**src/rtl/assert_macros.svh**
```systemverilog
// Assertion helpers, clocked on clk and disabled while arst_n is low
`ifndef ASSERT_MACROS_SVH
`define ASSERT_MACROS_SVH

// Property that must hold at every clock edge
`define ASSERT_ALWAYS(lbl, prop, msg) \
	lbl: assert property (@(posedge clk) disable iff (!arst_n) (prop)) else $error(msg);

// Same-cycle implication
`define ASSERT_IMPLY(lbl, ante, cons, msg) \
	lbl: assert property (@(posedge clk) disable iff (!arst_n) (ante) |-> (cons)) else $error(msg);

// Next-cycle implication
`define ASSERT_NEXT(lbl, ante, cons, msg) \
	lbl: assert property (@(posedge clk) disable iff (!arst_n) (ante) |=> (cons)) else $error(msg);

`endif

```
**src/rtl/ssrc_pkg.sv**
```systemverilog
// ----------------------------------------------------------------------------
// ssrc_pkg
// Shared types, constants and coefficient table of the stepper ramp controller.
// ----------------------------------------------------------------------------
package ssrc_pkg;

	localparam int FREQ_W   = 20;
	localparam int ERR_W    = 21;
	localparam int STEP_W   = 16;
	localparam int RELOAD_W = 16;
	localparam int RPM_W    = 14;
	localparam int CFG_W    = 21;
	localparam int IDX_W    = 3;
	localparam int HIST_W   = 32;

	localparam int DEF_HISTORY_DEPTH = 4;
	localparam int DEF_TIMER_HZ      = 3000000;

	localparam logic [FREQ_W-1:0] DEF_MIN_FREQ = 20'd1000;
	localparam logic [FREQ_W-1:0] DEF_MAX_FREQ = 20'd20000;
	localparam logic [ERR_W-1:0]  DEF_ERR_HIGH = 21'sd2000;
	localparam logic [ERR_W-1:0]  DEF_ERR_LOW  = -21'sd2000;
	localparam logic [STEP_W-1:0] DEF_DECEL    = 16'd100;

	localparam logic [IDX_W-1:0] REG_MIN_FREQ = 3'd0;
	localparam logic [IDX_W-1:0] REG_MAX_FREQ = 3'd1;
	localparam logic [IDX_W-1:0] REG_ERR_HIGH = 3'd2;
	localparam logic [IDX_W-1:0] REG_ERR_LOW  = 3'd3;
	localparam logic [IDX_W-1:0] REG_DECEL    = 3'd4;

	localparam logic [1:0] OP_TICK  = 2'd0;
	localparam logic [1:0] OP_ACCEL = 2'd1;
	localparam logic [1:0] OP_DECEL = 2'd2;
	localparam logic [1:0] OP_DIR   = 2'd3;

	localparam logic [FREQ_W-1:0] END_MARGIN = 20'd75;
	localparam int                RPM_MUL_W  = 22;
	localparam logic [1:0]        RPM_DIV    = 2'd3;

	// serial multiply-accumulate sizing
	localparam int MAC_MW = 40;
	localparam int MAC_AW = 56;
	localparam int MAC_CW = 16;
	localparam int TERM_W = 4;
	localparam logic [TERM_W-1:0] LAST_TERM = 4'd8;
	localparam logic [MAC_CW-1:0] C_GAIN    = 16'd3886;

	typedef enum logic [1:0] {MODE_IDLE, MODE_ACCEL, MODE_DECEL} mode_t;
	typedef enum logic [1:0] {SRC_DRIVE, SRC_ERROR, SRC_SAMPLE} src_t;

	typedef struct packed {
		logic load;
		logic clr;
		logic neg;
	} mac_cmd_t;

	typedef struct packed {
		logic [MAC_CW-1:0] coef;
		logic              neg;
		src_t              src;
		logic [2:0]        back;
	} term_t;

	function automatic term_t term_info(input logic [TERM_W-1:0] k);
		term_t t;
		t = '{coef: 16'd0, neg: 1'b0, src: SRC_SAMPLE, back: 3'd0};
		case (k)
			4'd0: t = '{coef: 16'd16384, neg: 1'b1, src: SRC_DRIVE, back: 3'd4};
			4'd1: t = '{coef: 16'd6165,  neg: 1'b0, src: SRC_DRIVE, back: 3'd3};
			4'd2: t = '{coef: 16'd13936, neg: 1'b0, src: SRC_DRIVE, back: 3'd2};
			4'd3: t = '{coef: 16'd169,   neg: 1'b0, src: SRC_DRIVE, back: 3'd1};
			4'd4: t = '{coef: 16'd36269, neg: 1'b0, src: SRC_ERROR, back: 3'd4};
			4'd5: t = '{coef: 16'd44293, neg: 1'b1, src: SRC_ERROR, back: 3'd3};
			4'd6: t = '{coef: 16'd24081, neg: 1'b1, src: SRC_ERROR, back: 3'd2};
			4'd7: t = '{coef: 16'd44340, neg: 1'b0, src: SRC_ERROR, back: 3'd1};
			4'd8: t = '{coef: 16'd10895, neg: 1'b1, src: SRC_SAMPLE, back: 3'd0};
			default: t = '{coef: 16'd0, neg: 1'b0, src: SRC_SAMPLE, back: 3'd0};
		endcase
		return t;
	endfunction

endpackage

```
**src/rtl/stepper_speed_ramp_controller.sv**
```systemverilog
// ----------------------------------------------------------------------------
// stepper_speed_ramp_controller
// Step-rate ramp controller: commands, fourth-order IIR acceleration,
// linear deceleration, timer reload by serial division.
// ----------------------------------------------------------------------------
// channel | handshake           | payload
// in      | in_valid / in_stall | operation, target_rpm, dir_right
// out     | out_valid/out_stall | timer_reload, pwm_enable, direction_pin,
//         |                     | ramp_done, step_freq
// cfg     | wr_en               | wr_index, wr_data
//
// One transaction at a time. Direction and idle ticks go straight to output.
// Ramp commands convert the target rpm in the serial divider. Acceleration
// ticks run the bit-serial MAC (9 terms plus gain, one coefficient bit per
// cycle), deceleration ticks subtract the step; a nonzero new rate then gets
// its timer reload from the divider. A finished result waits in the output
// register while the next transaction is taken. No clearing pass after reset.
// ----------------------------------------------------------------------------
module stepper_speed_ramp_controller #(
	parameter int HISTORY_DEPTH  = ssrc_pkg::DEF_HISTORY_DEPTH,
	parameter int TIMER_CLOCK_HZ = ssrc_pkg::DEF_TIMER_HZ
) (
	input  logic                           clk,
	input  logic                           arst_n,
	input  logic                           in_valid,
	output logic                           in_stall,
	input  logic [1:0]                     operation,
	input  logic [ssrc_pkg::RPM_W-1:0]     target_rpm,
	input  logic                           dir_right,
	output logic                           out_valid,
	input  logic                           out_stall,
	output logic [ssrc_pkg::RELOAD_W-1:0]  timer_reload,
	output logic                           pwm_enable,
	output logic                           direction_pin,
	output logic                           ramp_done,
	output logic [ssrc_pkg::FREQ_W-1:0]    step_freq,
	input  logic                           wr_en,
	input  logic [ssrc_pkg::IDX_W-1:0]     wr_index,
	input  logic [ssrc_pkg::CFG_W-1:0]     wr_data
);

	`include "assert_macros.svh"

	localparam int PW  = $clog2(HISTORY_DEPTH);
	localparam int TW  = $clog2(TIMER_CLOCK_HZ + 1);
	localparam int NW  = (TW > ssrc_pkg::RPM_MUL_W) ? TW : ssrc_pkg::RPM_MUL_W;
	localparam int FW  = ssrc_pkg::FREQ_W;
	localparam int HW  = ssrc_pkg::HIST_W;
	localparam int MW  = ssrc_pkg::MAC_MW;
	localparam int AW  = ssrc_pkg::MAC_AW;
	localparam int RW  = ssrc_pkg::RELOAD_W;
	localparam logic [PW-1:0] PTR_LAST = PW'(HISTORY_DEPTH - 1);

	typedef enum logic [9:0] {
		S_IDLE       = 10'b0000000001,
		S_CONV_WAIT  = 10'b0000000010,
		S_TERM       = 10'b0000000100,
		S_TERM_WAIT  = 10'b0000001000,
		S_GAIN       = 10'b0000010000,
		S_GAIN_WAIT  = 10'b0000100000,
		S_UPDATE     = 10'b0001000000,
		S_RECIP      = 10'b0010000000,
		S_RECIP_WAIT = 10'b0100000000,
		S_OUT        = 10'b1000000000
	} state_t;

	state_t state_q;

	// configuration
	logic [FW-1:0]                    min_q, max_q;
	logic signed [ssrc_pkg::ERR_W-1:0] ehi_q, elo_q;
	logic [ssrc_pkg::STEP_W-1:0]       dstep_q;

	// ramp state
	logic [RW-1:0]           reload_q;
	logic [FW-1:0]           cur_q, tgt_q;
	ssrc_pkg::mode_t         mode_q;
	logic                    stop_q, pwm_q, dir_q;
	logic [PW-1:0]           ptr_q;
	logic signed [HW-1:0]    drv_hist_q [HISTORY_DEPTH];
	logic signed [HW-1:0]    err_hist_q [HISTORY_DEPTH];

	// transaction
	logic [1:0]                 op_q;
	logic [ssrc_pkg::RPM_W-1:0] rpm_q;
	logic [ssrc_pkg::TERM_W-1:0] term_q;
	logic signed [HW-1:0]       e12_q;

	// output register
	logic          out_valid_q;
	logic [RW-1:0] out_reload_q;
	logic          out_pwm_q, out_dir_q, out_done_q;
	logic [FW-1:0] out_freq_q;

	logic in_accept;
	assign in_stall  = (state_q != S_IDLE);
	assign in_accept = in_valid && !in_stall;

	// error sample
	logic signed [FW+1:0] err_raw, err_c1, err_c2, ehi_x, elo_x;
	logic signed [FW+13:0] err_sh;
	logic signed [HW-1:0] e12_next;
	always_comb begin
		ehi_x   = (FW+2)'(ehi_q);
		elo_x   = (FW+2)'(elo_q);
		err_raw = $signed({2'b00, tgt_q}) - $signed({2'b00, cur_q});
		err_c1  = (err_raw > ehi_x) ? ehi_x : err_raw;
		err_c2  = (err_c1 < elo_x) ? elo_x : err_c1;
		err_sh  = (FW+14)'(err_c2) <<< 12;
		if (err_sh > (FW+14)'(64'sh7FFFFFFF)) begin
			e12_next = 32'sh7FFFFFFF;
		end else if (err_sh < -(FW+14)'(64'sh80000000)) begin
			e12_next = 32'sh80000000;
		end else begin
			e12_next = err_sh[HW-1:0];
		end
	end

	// term operand selection
	ssrc_pkg::term_t      term;
	logic [PW:0]          idx_sum;
	logic [PW-1:0]        idx;
	logic signed [HW-1:0] hval;
	always_comb begin
		term    = ssrc_pkg::term_info(term_q);
		idx_sum = {1'b0, ptr_q} + (PW+1)'(HISTORY_DEPTH) - (PW+1)'(term.back);
		if (idx_sum >= (PW+1)'(HISTORY_DEPTH)) begin
			idx = PW'(idx_sum - (PW+1)'(HISTORY_DEPTH));
		end else begin
			idx = idx_sum[PW-1:0];
		end
		case (term.src)
			ssrc_pkg::SRC_DRIVE: hval = drv_hist_q[idx];
			ssrc_pkg::SRC_ERROR: hval = err_hist_q[idx];
			default:             hval = e12_q;
		endcase
	end

	// MAC
	ssrc_pkg::mac_cmd_t   mac_cmd;
	logic signed [MW-1:0] mac_mcand;
	logic [ssrc_pkg::MAC_CW-1:0] mac_coef;
	logic                 mac_busy;
	logic signed [AW-1:0] mac_acc, mac_bias;
	always_comb begin
		mac_bias = mac_acc + (mac_acc[AW-1] ? AW'(16383) : AW'(0));
		mac_cmd  = '{load: 1'b0, clr: 1'b0, neg: 1'b0};
		mac_mcand = MW'(hval);
		mac_coef  = term.coef;
		if (state_q == S_TERM) begin
			mac_cmd = '{load: 1'b1, clr: (term_q == '0), neg: term.neg};
		end else if (state_q == S_GAIN) begin
			mac_cmd   = '{load: 1'b1, clr: 1'b1, neg: 1'b0};
			mac_mcand = mac_bias[MW+13:14];
			mac_coef  = ssrc_pkg::C_GAIN;
		end
	end

	ssrc_mac #(.MW(MW), .AW(AW), .CW(ssrc_pkg::MAC_CW)) u_mac (
		.clk   (clk),
		.arst_n(arst_n),
		.cmd   (mac_cmd),
		.mcand (mac_mcand),
		.coef  (mac_coef),
		.busy  (mac_busy),
		.acc   (mac_acc)
	);

	// divider
	logic          div_start, div_busy;
	logic [NW-1:0] div_num, div_q;
	logic [FW-1:0] div_den;
	logic [ssrc_pkg::RPM_MUL_W-1:0] rpm_x160;
	assign rpm_x160  = (ssrc_pkg::RPM_MUL_W'(target_rpm) << 7)
	                 + (ssrc_pkg::RPM_MUL_W'(target_rpm) << 5);
	assign div_start = (in_accept
	                    && (operation inside {ssrc_pkg::OP_ACCEL, ssrc_pkg::OP_DECEL}))
	                 || (state_q == S_RECIP);
	assign div_num   = (state_q == S_RECIP) ? NW'(TIMER_CLOCK_HZ) : NW'(rpm_x160);
	assign div_den   = (state_q == S_RECIP) ? cur_q : FW'(ssrc_pkg::RPM_DIV);

	ssrc_div #(.NW(NW), .DW(FW)) u_div (
		.clk     (clk),
		.arst_n  (arst_n),
		.start   (div_start),
		.dividend(div_num),
		.divisor (div_den),
		.busy    (div_busy),
		.quotient(div_q)
	);

	// command targets
	logic [FW-1:0] conv, acc_tgt, dec_tgt;
	logic          dec_stop;
	always_comb begin
		conv = div_q[FW-1:0];
		if (div_q > NW'(max_q)) begin
			acc_tgt = max_q;
		end else if (div_q < NW'(min_q)) begin
			acc_tgt = min_q;
		end else begin
			acc_tgt = conv;
		end
		dec_stop = (rpm_q == '0);
		dec_tgt  = dec_stop ? min_q : conv;
	end

	// accel update
	logic signed [AW-15:0] g14;
	logic signed [HW-1:0]  u12;
	logic signed [HW:0]    u_bias;
	logic signed [HW-12:0] du;
	logic signed [FW+2:0]  fa;
	logic [FW-1:0]         f_acc;
	always_comb begin
		g14 = mac_bias[AW-1:14];
		if (g14 > (AW-14)'(64'sh7FFFFFFF)) begin
			u12 = 32'sh7FFFFFFF;
		end else if (g14 < -(AW-14)'(64'sh80000000)) begin
			u12 = 32'sh80000000;
		end else begin
			u12 = g14[HW-1:0];
		end
		u_bias = (HW+1)'(u12) + (u12[HW-1] ? (HW+1)'(4095) : (HW+1)'(0));
		du     = u_bias[HW:12];
		fa     = $signed({3'b000, cur_q}) + (FW+3)'(du);
		if (fa < $signed({3'b000, min_q})) begin
			fa = $signed({3'b000, min_q});
		end
		if (fa > $signed({3'b000, tgt_q})) begin
			fa = $signed({3'b000, tgt_q});
		end
		if (fa < 0) begin
			fa = '0;
		end
		f_acc = fa[FW-1:0];
	end

	// decel update
	logic signed [FW:0] fd;
	logic [FW-1:0]      f_dec;
	always_comb begin
		fd = $signed({1'b0, cur_q}) - $signed((FW+1)'(dstep_q));
		f_dec = (fd < $signed({1'b0, tgt_q})) ? tgt_q : fd[FW-1:0];
	end

	logic [FW-1:0] f_new;
	assign f_new = (mode_q == ssrc_pkg::MODE_ACCEL) ? f_acc : f_dec;

	logic [RW-1:0] reload_new;
	always_comb begin
		if (div_q == '0) begin
			reload_new = '0;
		end else if ((div_q - 1'b1) > NW'(16'hFFFF)) begin
			reload_new = '1;
		end else begin
			reload_new = RW'(div_q - 1'b1);
		end
	end

	// configuration port
	always_ff @(posedge clk or negedge arst_n) begin
		if (!arst_n) begin
			min_q   <= ssrc_pkg::DEF_MIN_FREQ;
			max_q   <= ssrc_pkg::DEF_MAX_FREQ;
			ehi_q   <= ssrc_pkg::DEF_ERR_HIGH;
			elo_q   <= ssrc_pkg::DEF_ERR_LOW;
			dstep_q <= ssrc_pkg::DEF_DECEL;
		end else if (wr_en) begin
			case (wr_index)
				ssrc_pkg::REG_MIN_FREQ: min_q   <= wr_data[FW-1:0];
				ssrc_pkg::REG_MAX_FREQ: max_q   <= wr_data[FW-1:0];
				ssrc_pkg::REG_ERR_HIGH: ehi_q   <= wr_data;
				ssrc_pkg::REG_ERR_LOW:  elo_q   <= wr_data;
				ssrc_pkg::REG_DECEL:    dstep_q <= wr_data[ssrc_pkg::STEP_W-1:0];
				default: ;
			endcase
		end
	end

	// sequencer and ramp state
	always_ff @(posedge clk or negedge arst_n) begin
		if (!arst_n) begin
			state_q  <= S_IDLE;
			reload_q <= '1;
			cur_q    <= '0;
			tgt_q    <= '0;
			mode_q   <= ssrc_pkg::MODE_IDLE;
			stop_q   <= 1'b0;
			pwm_q    <= 1'b0;
			dir_q    <= 1'b0;
			ptr_q    <= '0;
			term_q   <= '0;
			for (int i = 0; i < HISTORY_DEPTH; i++) begin
				drv_hist_q[i] <= '0;
				err_hist_q[i] <= '0;
			end
		end else begin
			case (state_q)
				S_IDLE: begin
					if (in_accept) begin
						case (operation)
							ssrc_pkg::OP_TICK: begin
								case (mode_q)
									ssrc_pkg::MODE_ACCEL: begin
										term_q  <= '0;
										state_q <= S_TERM;
									end
									ssrc_pkg::MODE_DECEL: state_q <= S_UPDATE;
									default:              state_q <= S_OUT;
								endcase
							end
							ssrc_pkg::OP_DIR: begin
								dir_q   <= dir_right;
								state_q <= S_OUT;
							end
							default: state_q <= S_CONV_WAIT;
						endcase
					end
				end
				S_CONV_WAIT: begin
					if (!div_busy) begin
						if (op_q == ssrc_pkg::OP_ACCEL) begin
							tgt_q  <= acc_tgt;
							stop_q <= 1'b0;
							pwm_q  <= 1'b1;
							mode_q <= ((FW+1)'(cur_q) + (FW+1)'(ssrc_pkg::END_MARGIN)
							           < (FW+1)'(acc_tgt))
							          ? ssrc_pkg::MODE_ACCEL : ssrc_pkg::MODE_IDLE;
						end else begin
							tgt_q  <= dec_tgt;
							stop_q <= dec_stop;
							if (cur_q > dec_tgt) begin
								mode_q <= ssrc_pkg::MODE_DECEL;
							end else begin
								mode_q <= ssrc_pkg::MODE_IDLE;
								if (dec_stop) begin
									pwm_q <= 1'b0;
								end
							end
						end
						state_q <= S_OUT;
					end
				end
				S_TERM: state_q <= S_TERM_WAIT;
				S_TERM_WAIT: begin
					if (!mac_busy) begin
						if (term_q == ssrc_pkg::LAST_TERM) begin
							state_q <= S_GAIN;
						end else begin
							term_q  <= term_q + 1'b1;
							state_q <= S_TERM;
						end
					end
				end
				S_GAIN: state_q <= S_GAIN_WAIT;
				S_GAIN_WAIT: begin
					if (!mac_busy) begin
						state_q <= S_UPDATE;
					end
				end
				S_UPDATE: begin
					cur_q <= f_new;
					if (mode_q == ssrc_pkg::MODE_ACCEL) begin
						drv_hist_q[ptr_q] <= u12;
						err_hist_q[ptr_q] <= e12_q;
						ptr_q <= (ptr_q == PTR_LAST) ? '0 : ptr_q + 1'b1;
						if ((FW+1)'(f_new) + (FW+1)'(ssrc_pkg::END_MARGIN)
						    >= (FW+1)'(tgt_q)) begin
							mode_q <= ssrc_pkg::MODE_IDLE;
						end
					end else if (f_new <= tgt_q) begin
						mode_q <= ssrc_pkg::MODE_IDLE;
						if (stop_q) begin
							pwm_q <= 1'b0;
						end
					end
					if (f_new == '0) begin
						reload_q <= '1;
						state_q  <= S_OUT;
					end else begin
						state_q <= S_RECIP;
					end
				end
				S_RECIP: state_q <= S_RECIP_WAIT;
				S_RECIP_WAIT: begin
					if (!div_busy) begin
						reload_q <= reload_new;
						state_q  <= S_OUT;
					end
				end
				S_OUT: begin
					if (!out_valid_q || !out_stall) begin
						state_q <= S_IDLE;
					end
				end
				default: state_q <= S_IDLE;
			endcase
		end
	end

	always_ff @(posedge clk) begin
		if (in_accept) begin
			op_q  <= operation;
			rpm_q <= target_rpm;
			e12_q <= e12_next;
		end
	end

	// output register
	logic out_load;
	assign out_load = (state_q == S_OUT) && (!out_valid_q || !out_stall);

	always_ff @(posedge clk or negedge arst_n) begin
		if (!arst_n) begin
			out_valid_q <= 1'b0;
		end else if (out_load) begin
			out_valid_q <= 1'b1;
		end else if (!out_stall) begin
			out_valid_q <= 1'b0;
		end
	end

	always_ff @(posedge clk) begin
		if (out_load) begin
			out_reload_q <= reload_q;
			out_pwm_q    <= pwm_q;
			out_dir_q    <= dir_q;
			out_done_q   <= (mode_q == ssrc_pkg::MODE_IDLE);
			out_freq_q   <= cur_q;
		end
	end

	assign out_valid     = out_valid_q;
	assign timer_reload  = out_reload_q;
	assign pwm_enable    = out_pwm_q;
	assign direction_pin = out_dir_q;
	assign ramp_done     = out_done_q;
	assign step_freq     = out_freq_q;

	`ASSERT_ALWAYS(a_state_onehot, $onehot(state_q), "sequencer state not one-hot")
	`ASSERT_IMPLY(a_accel_pwm, mode_q == ssrc_pkg::MODE_ACCEL, pwm_q, "accelerating with PWM off")
	`ASSERT_IMPLY(a_accel_below, mode_q == ssrc_pkg::MODE_ACCEL, cur_q < tgt_q, "accel past target")
	`ASSERT_NEXT(a_out_follows, out_load, out_valid_q && state_q == S_IDLE, "result not posted")

endmodule

```
**src/rtl/ssrc_mac.sv**
```systemverilog
// ----------------------------------------------------------------------------
// ssrc_mac
// Bit-serial multiply-accumulate: one coefficient bit per cycle, shift and add.
// ----------------------------------------------------------------------------
module ssrc_mac #(
	parameter int MW = ssrc_pkg::MAC_MW,
	parameter int AW = ssrc_pkg::MAC_AW,
	parameter int CW = ssrc_pkg::MAC_CW
) (
	input  logic                 clk,
	input  logic                 arst_n,
	input  ssrc_pkg::mac_cmd_t   cmd,
	input  logic signed [MW-1:0] mcand,
	input  logic [CW-1:0]        coef,
	output logic                 busy,
	output logic signed [AW-1:0] acc
);

	logic [CW-1:0]        coef_q;
	logic signed [AW-1:0] mcand_q;
	logic signed [AW-1:0] acc_q;
	logic signed [AW-1:0] mcand_ext;

	assign mcand_ext = {{(AW-MW){mcand[MW-1]}}, mcand};
	assign busy      = (coef_q != '0);
	assign acc       = acc_q;

	always_ff @(posedge clk or negedge arst_n) begin
		if (!arst_n) begin
			coef_q <= '0;
		end else if (cmd.load) begin
			coef_q <= coef;
		end else if (busy) begin
			coef_q <= coef_q >> 1;
		end
	end

	always_ff @(posedge clk) begin
		if (cmd.load) begin
			mcand_q <= cmd.neg ? -mcand_ext : mcand_ext;
			if (cmd.clr) begin
				acc_q <= '0;
			end
		end else if (busy) begin
			if (coef_q[0]) begin
				acc_q <= acc_q + mcand_q;
			end
			mcand_q <= mcand_q <<< 1;
		end
	end

endmodule

```
**src/rtl/ssrc_div.sv**
```systemverilog
// ----------------------------------------------------------------------------
// ssrc_div
// Restoring divider, one quotient bit per cycle; quotient shifts into the
// dividend register.
// ----------------------------------------------------------------------------
module ssrc_div #(
	parameter int NW = ssrc_pkg::RPM_MUL_W,
	parameter int DW = ssrc_pkg::FREQ_W
) (
	input  logic          clk,
	input  logic          arst_n,
	input  logic          start,
	input  logic [NW-1:0] dividend,
	input  logic [DW-1:0] divisor,
	output logic          busy,
	output logic [NW-1:0] quotient
);

	localparam int CNT_W = $clog2(NW + 1);

	logic [CNT_W-1:0] cnt_q;
	logic [NW-1:0]    num_q;
	logic [DW-1:0]    rem_q;
	logic [DW-1:0]    dsr_q;
	logic [DW:0]      trial;
	logic             fits;

	assign busy     = (cnt_q != '0);
	assign quotient = num_q;
	assign trial    = {rem_q, num_q[NW-1]};
	assign fits     = (trial >= {1'b0, dsr_q});

	always_ff @(posedge clk or negedge arst_n) begin
		if (!arst_n) begin
			cnt_q <= '0;
		end else if (start) begin
			cnt_q <= CNT_W'(NW);
		end else if (busy) begin
			cnt_q <= cnt_q - 1'b1;
		end
	end

	always_ff @(posedge clk) begin
		if (start) begin
			num_q <= dividend;
			rem_q <= '0;
			dsr_q <= divisor;
		end else if (busy) begin
			rem_q <= fits ? DW'(trial - {1'b0, dsr_q}) : trial[DW-1:0];
			num_q <= {num_q[NW-2:0], fits};
		end
	end

endmodule
```
**config.mk**
```make
export PLATFORM = sky130hd
export DESIGN_NAME = stepper_speed_ramp_controller
export DESIGN_NICKNAME = d
export VERILOG_FILES = /design/src/rtl/ssrc_pkg.sv /design/src/rtl/stepper_speed_ramp_controller.sv /design/src/rtl/ssrc_mac.sv /design/src/rtl/ssrc_div.sv
export VERILOG_INCLUDE_DIRS = /design/src /design/src/rtl
export SDC_FILE = /design/constraint.sdc
export NUM_CORES = 2
export LEC_CHECK = 0
export BUFFER_PORTS_ARGS = -buffer_cell sky130_fd_sc_hd__buf_4
export CORE_MARGIN = 5
export CORE_UTILIZATION = 25
export CTS_CLUSTER_DIAMETER = 40
export DETAILED_ROUTE_END_ITERATION = 6
export GPL_ROUTABILITY_DRIVEN = 1
export SLEW_MARGIN = 20
export SYNTH_ARGS = -nofsm -noshare
export SYNTH_HDL_FRONTEND = slang
export SYNTH_SLANG_ARGS = --single-unit
```
**constraint.sdc**
```tcl
create_clock -name clk -period 45 [get_ports clk]
set_input_delay 6.75 -clock clk [delete_from_list [all_inputs] [get_ports clk]]
set_output_delay 6.75 -clock clk [all_outputs]
set_load 0.05 [all_outputs]
```
==> flow_metrics.py <==
metrics = {
    "global_routing": {
        "grt_pass1_wl_mm": 234,
        "grt-busiest-layer": "met2",
        "leftover_overflow_at_the_end_of_global_routing": 0,
        "number_of_antenna_violations_at_the_first_check_in_global_routing": 5,
        "maximum_number_of_pins_on_one_net_before_global_route_repair": 97,
        "total_global_routing_track_utilization_pct": 15.8,
        "gr-usage-met2_pct": 26.1,
        "first_global_vias": 37712,
        "globalRouteMet1Util_pct": 20.6,
        "grt_use_met3_pct": 2.29,
    },
    "clocking": {
        "clockRootBuffer": "sky130_fd_sc_hd__clkbuf_16",
        "postCtsSetupRepairBufs": 0,
        "cts_hold_buf": 0,
        "cts_max_path_buffers": 3,
        "clock-sinks": 659,
        "clkLatencyLatePin_ns": 0.73,
        "htreeDepth": 3,
        "postCtsResizedCells": 0,
        "tritoncts": "done",
        "clk_pin_slew_worst_paths_ns": 0.06,
        "cts-buffers-inserted": 103,
    },
    "synth": {
        "synth_top_area_cell": "sky130_fd_sc_hd__dfrtp_1",
        "synth-edff-count": 230,
        "synth_seq_area_share_pct": 38.7,
        "postSynth.asyncResetShare_pct": 62.1,
        "synthCells": 4934,
        "netlist_area_pre_place_sq_um": 45500,
        "yosys_most_used_dff": "sky130_fd_sc_hd__dfrtp_1",
        "post-synth-top-area-fraction_pct": 19.8,
        "mappedNetlistNets": 5395,
        "yosysUniqueCellTypes": 102,
        "synth-warning-count": 0,
        "synth-seq-cells": 659,
        "syn-mean-instance-area_sq_um": 9.21,
        "netlist_top_cells_area": "sky130_fd_sc_hd__dfrtp_1 (20%), sky130_fd_sc_hd__edfxtp_1 (15%), sky130_fd_sc_hd__ha_1 (11%), sky130_fd_sc_hd__o21ai_0 (5.7%), sky130_fd_sc_hd__nand2_1 (4.6%)",
    },
    "floorplanning": {
        "effective_utilization_at_floorplan_pct": 25.1,
        "die_extent_in_y_um": 436,
        "floorplan.die.width_um": 436,
        "die-area_sq_um": 190000,
        "rows": 156,
        "num_ports": 87,
        "core_region_area_sq_um": 181000,
    },
    "worst_setup_path": {
        "arrival_ns": 20.86,
        "timing.setup.critical_path_class": "reg -> reg",
        "crit_path_top_delay_cell": "sky130_fd_sc_hd__clkinv_1",
        "critical_path.top_delay_family": "compound AO/OA/AOI/OAI gates",
        "crit_path_end_kind": "flip-flop",
        "timing.critical_path.mode_cell": "sky130_fd_sc_hd__a21oi_1",
        "cp_data_required_time_ns": 45.60,
        "critical_path.n_buffers_inverters": 7,
        "critPathLaunchType": "flip-flop",
        "worstPathMaxFanout": 34,
        "timing.critical_path.slowest_cell_delay_ns": 0.85,
    },
    "power": {
        "finalPower_mw": 4.17,
        "ir_drop_uv": 246,
        "p_per_area_nw_per_um2": 79.4,
        "leakage_power_of_the_design_nw": 22.4,
    },
    "sta": {
        "max_slew.worst_pin.slew_ns": 1.06,
        "hold_viol": 0,
        "maxSlewViolCount": 0,
        "clock.fmax_ghz": 0.0494,
        "fin_skew_ns": 0.0409,
        "finalWorstPathRequiredPeriod_ns": 20.26,
        "setup_repair_after_global_routing_missed_its_margin": "false",
        "slew_headroom_pct": 29.0,
        "final.period_utilization_pct": 45.0,
        "tns_ns": 0,
        "holdWs_ns": 0.450,
        "finalSetupViolCount": 0,
    },
    "detailed_routing": {
        "antenna_violating_nets_post_route": 0,
        "routed_wirelength_mm": 156,
        "drt_drc_violations_left": 0,
        "routed_via_density": 5.12,
        "initialDrtViolationCount": 3230,
        "detail_route.wl_per_cell_um": 20.9,
        "num_vias": 38154,
        "first_pass_iters": 6,
    },
    "layout": {
        "postLayoutCellArea_sq_um": 52500,
        "drive_above_1_share_pct": 13.5,
        "layout.cells.most_common_list": "sky130_fd_sc_hd__nand2_1 (555), sky130_fd_sc_hd__o21ai_0 (518), sky130_fd_sc_hd__nor2_1 (418)",
        "signed_area_change_from_the_synthesized_netlist_to_the_final_layout_pct": 15.4,
        "non_filler_instances": 7458,
        "final_nets": 5458,
        "final_common_cell": "sky130_fd_sc_hd__nand2_1",
    },
    "placed_design": {
        "hpwl_mm": 117,
        "port_buffers": 86,
        "finalWeightedCongestion": 0.973,
        "placedInstanceArea_sq_um": 49000,
        "dp_cells": 7262,
    },
    "min_path": {
        "hold_path_class": "reg -> reg",
    },
    "status": {
        "status": "complete, no violations",
    },
    "job": {
        "maxCapViolCount": 0,
    },
}
[path summary, 6_finish.rpt]
path | start | endpoint | slack (ns) | cells after the start
max | u_mac.acc[55] | mode_q[0] | 24.74 | 83
min | dir_q | direction_pin | 0.45 | 0
max reg2reg | u_mac.acc[55] | mode_q[0] | 24.74 | 83
min reg2reg | dir_q | direction_pin | 0.45 | 0
max in group asynchronous | arst_n | drv_hist_q[103] | 35.98 | 4
min in group asynchronous | arst_n | min_q[2] | 6.07 | 1
[kinds of logic after synthesis]
| group | Yosys count | synth area share (%) |
|---|---|---|
| multiplexers | 250 | 7.38 |
| flip-flops | 659 | 38.7 |
| AND/OR/NAND/NOR | 1515 | 15.5 |
| XOR/XNOR | 208 | 4.01 |
| AO/OA/AOI/OAI | 1394 | 18.6 |
| buffers and inverters | 479 | 4.01 |
| adder cells (fa/ha/maj) | 429 | 11.8 |
[registers in the layout (all words and copies together) (netlist names), 20 cells and up]
name / flops
cur_q: 20
drv_hist_q: 128
e12_q: 21
ehi_q: 21
elo_q: 21
err_hist_q: 84
max_q: 20
min_q: 20
step_freq: 20
tgt_q: 20
u_div.dsr_q: 20
u_div.quotient: 22
u_div.rem_q: 20
u_mac.acc: 56
u_mac.mcand_q: 56
[cell type report]
type	count	area [sq um]
flip-flops and latches	659	17600
inverters	276	1040
multi-input cells	3796	26100
fillers	18980	128000
diodes	3	7.51
clock buffers	118	2740
well taps	2370	2970
clock inverters	75	751
repair buffers	161	1220
[synthesized netlist by cell type, types with 25 or more instances]
library cell,count
sky130_fd_sc_hd__nand3_1,77
sky130_fd_sc_hd__nor3_1,68
sky130_fd_sc_hd__nor2b_1,56
sky130_fd_sc_hd__o21a_1,62
sky130_fd_sc_hd__dfrtp_1,360
sky130_fd_sc_hd__nand2_1,561
sky130_fd_sc_hd__nand2b_1,52
sky130_fd_sc_hd__a31oi_1,26
sky130_fd_sc_hd__xor2_1,69
sky130_fd_sc_hd__a21boi_0,27
sky130_fd_sc_hd__a21oi_1,384
sky130_fd_sc_hd__dfstp_2,49
sky130_fd_sc_hd__and2_1,33
sky130_fd_sc_hd__mux2_2,145
sky130_fd_sc_hd__clkbuf_1,183
sky130_fd_sc_hd__inv_1,273
sky130_fd_sc_hd__a211oi_1,25
sky130_fd_sc_hd__ha_1,409
sky130_fd_sc_hd__mux2i_1,50
sky130_fd_sc_hd__xnor2_1,139
sky130_fd_sc_hd__edfxtp_1,230
sky130_fd_sc_hd__mux4_2,53
sky130_fd_sc_hd__and3_1,28
sky130_fd_sc_hd__nor4_1,31
sky130_fd_sc_hd__a21o_1,109
sky130_fd_sc_hd__or3_1,32
sky130_fd_sc_hd__nand4_1,70
sky130_fd_sc_hd__o21ai_0,519
sky130_fd_sc_hd__nor2_1,421
[metal layers]
layer	routed length, um	vias to the layer above	part of all wire (%)
met5	0	-	0
met4	7910	0	5.1
met2	71800	1286	46
li1	-	17985	-
met3	9200	364	5.9
met1	67100	18519	43
[metrics by stage]
| stage | util [%] | setup slack [ns] |
|---|---|---|
| 5_1_grt | 29.0 | 23.08 |
| 3_3_place_gp | 27.1 | 25.29 |
| 6_report | 29.0 | 24.74 |
| 3_5_place_dp | 27.1 | 25.13 |
| 2_1_floorplan | - | 27.35 |
| 4_1_cts | 29.0 | 25.12 |
[where the power goes]
part           leakage, nW  total [mW]  internal (mW)  switching, mW
clock network         1.69       0.803          0.476          0.327
logic                 13.0        2.47          0.882           1.59
registers             7.74       0.892          0.796         0.0965
(Power assumes the default switching activity.)
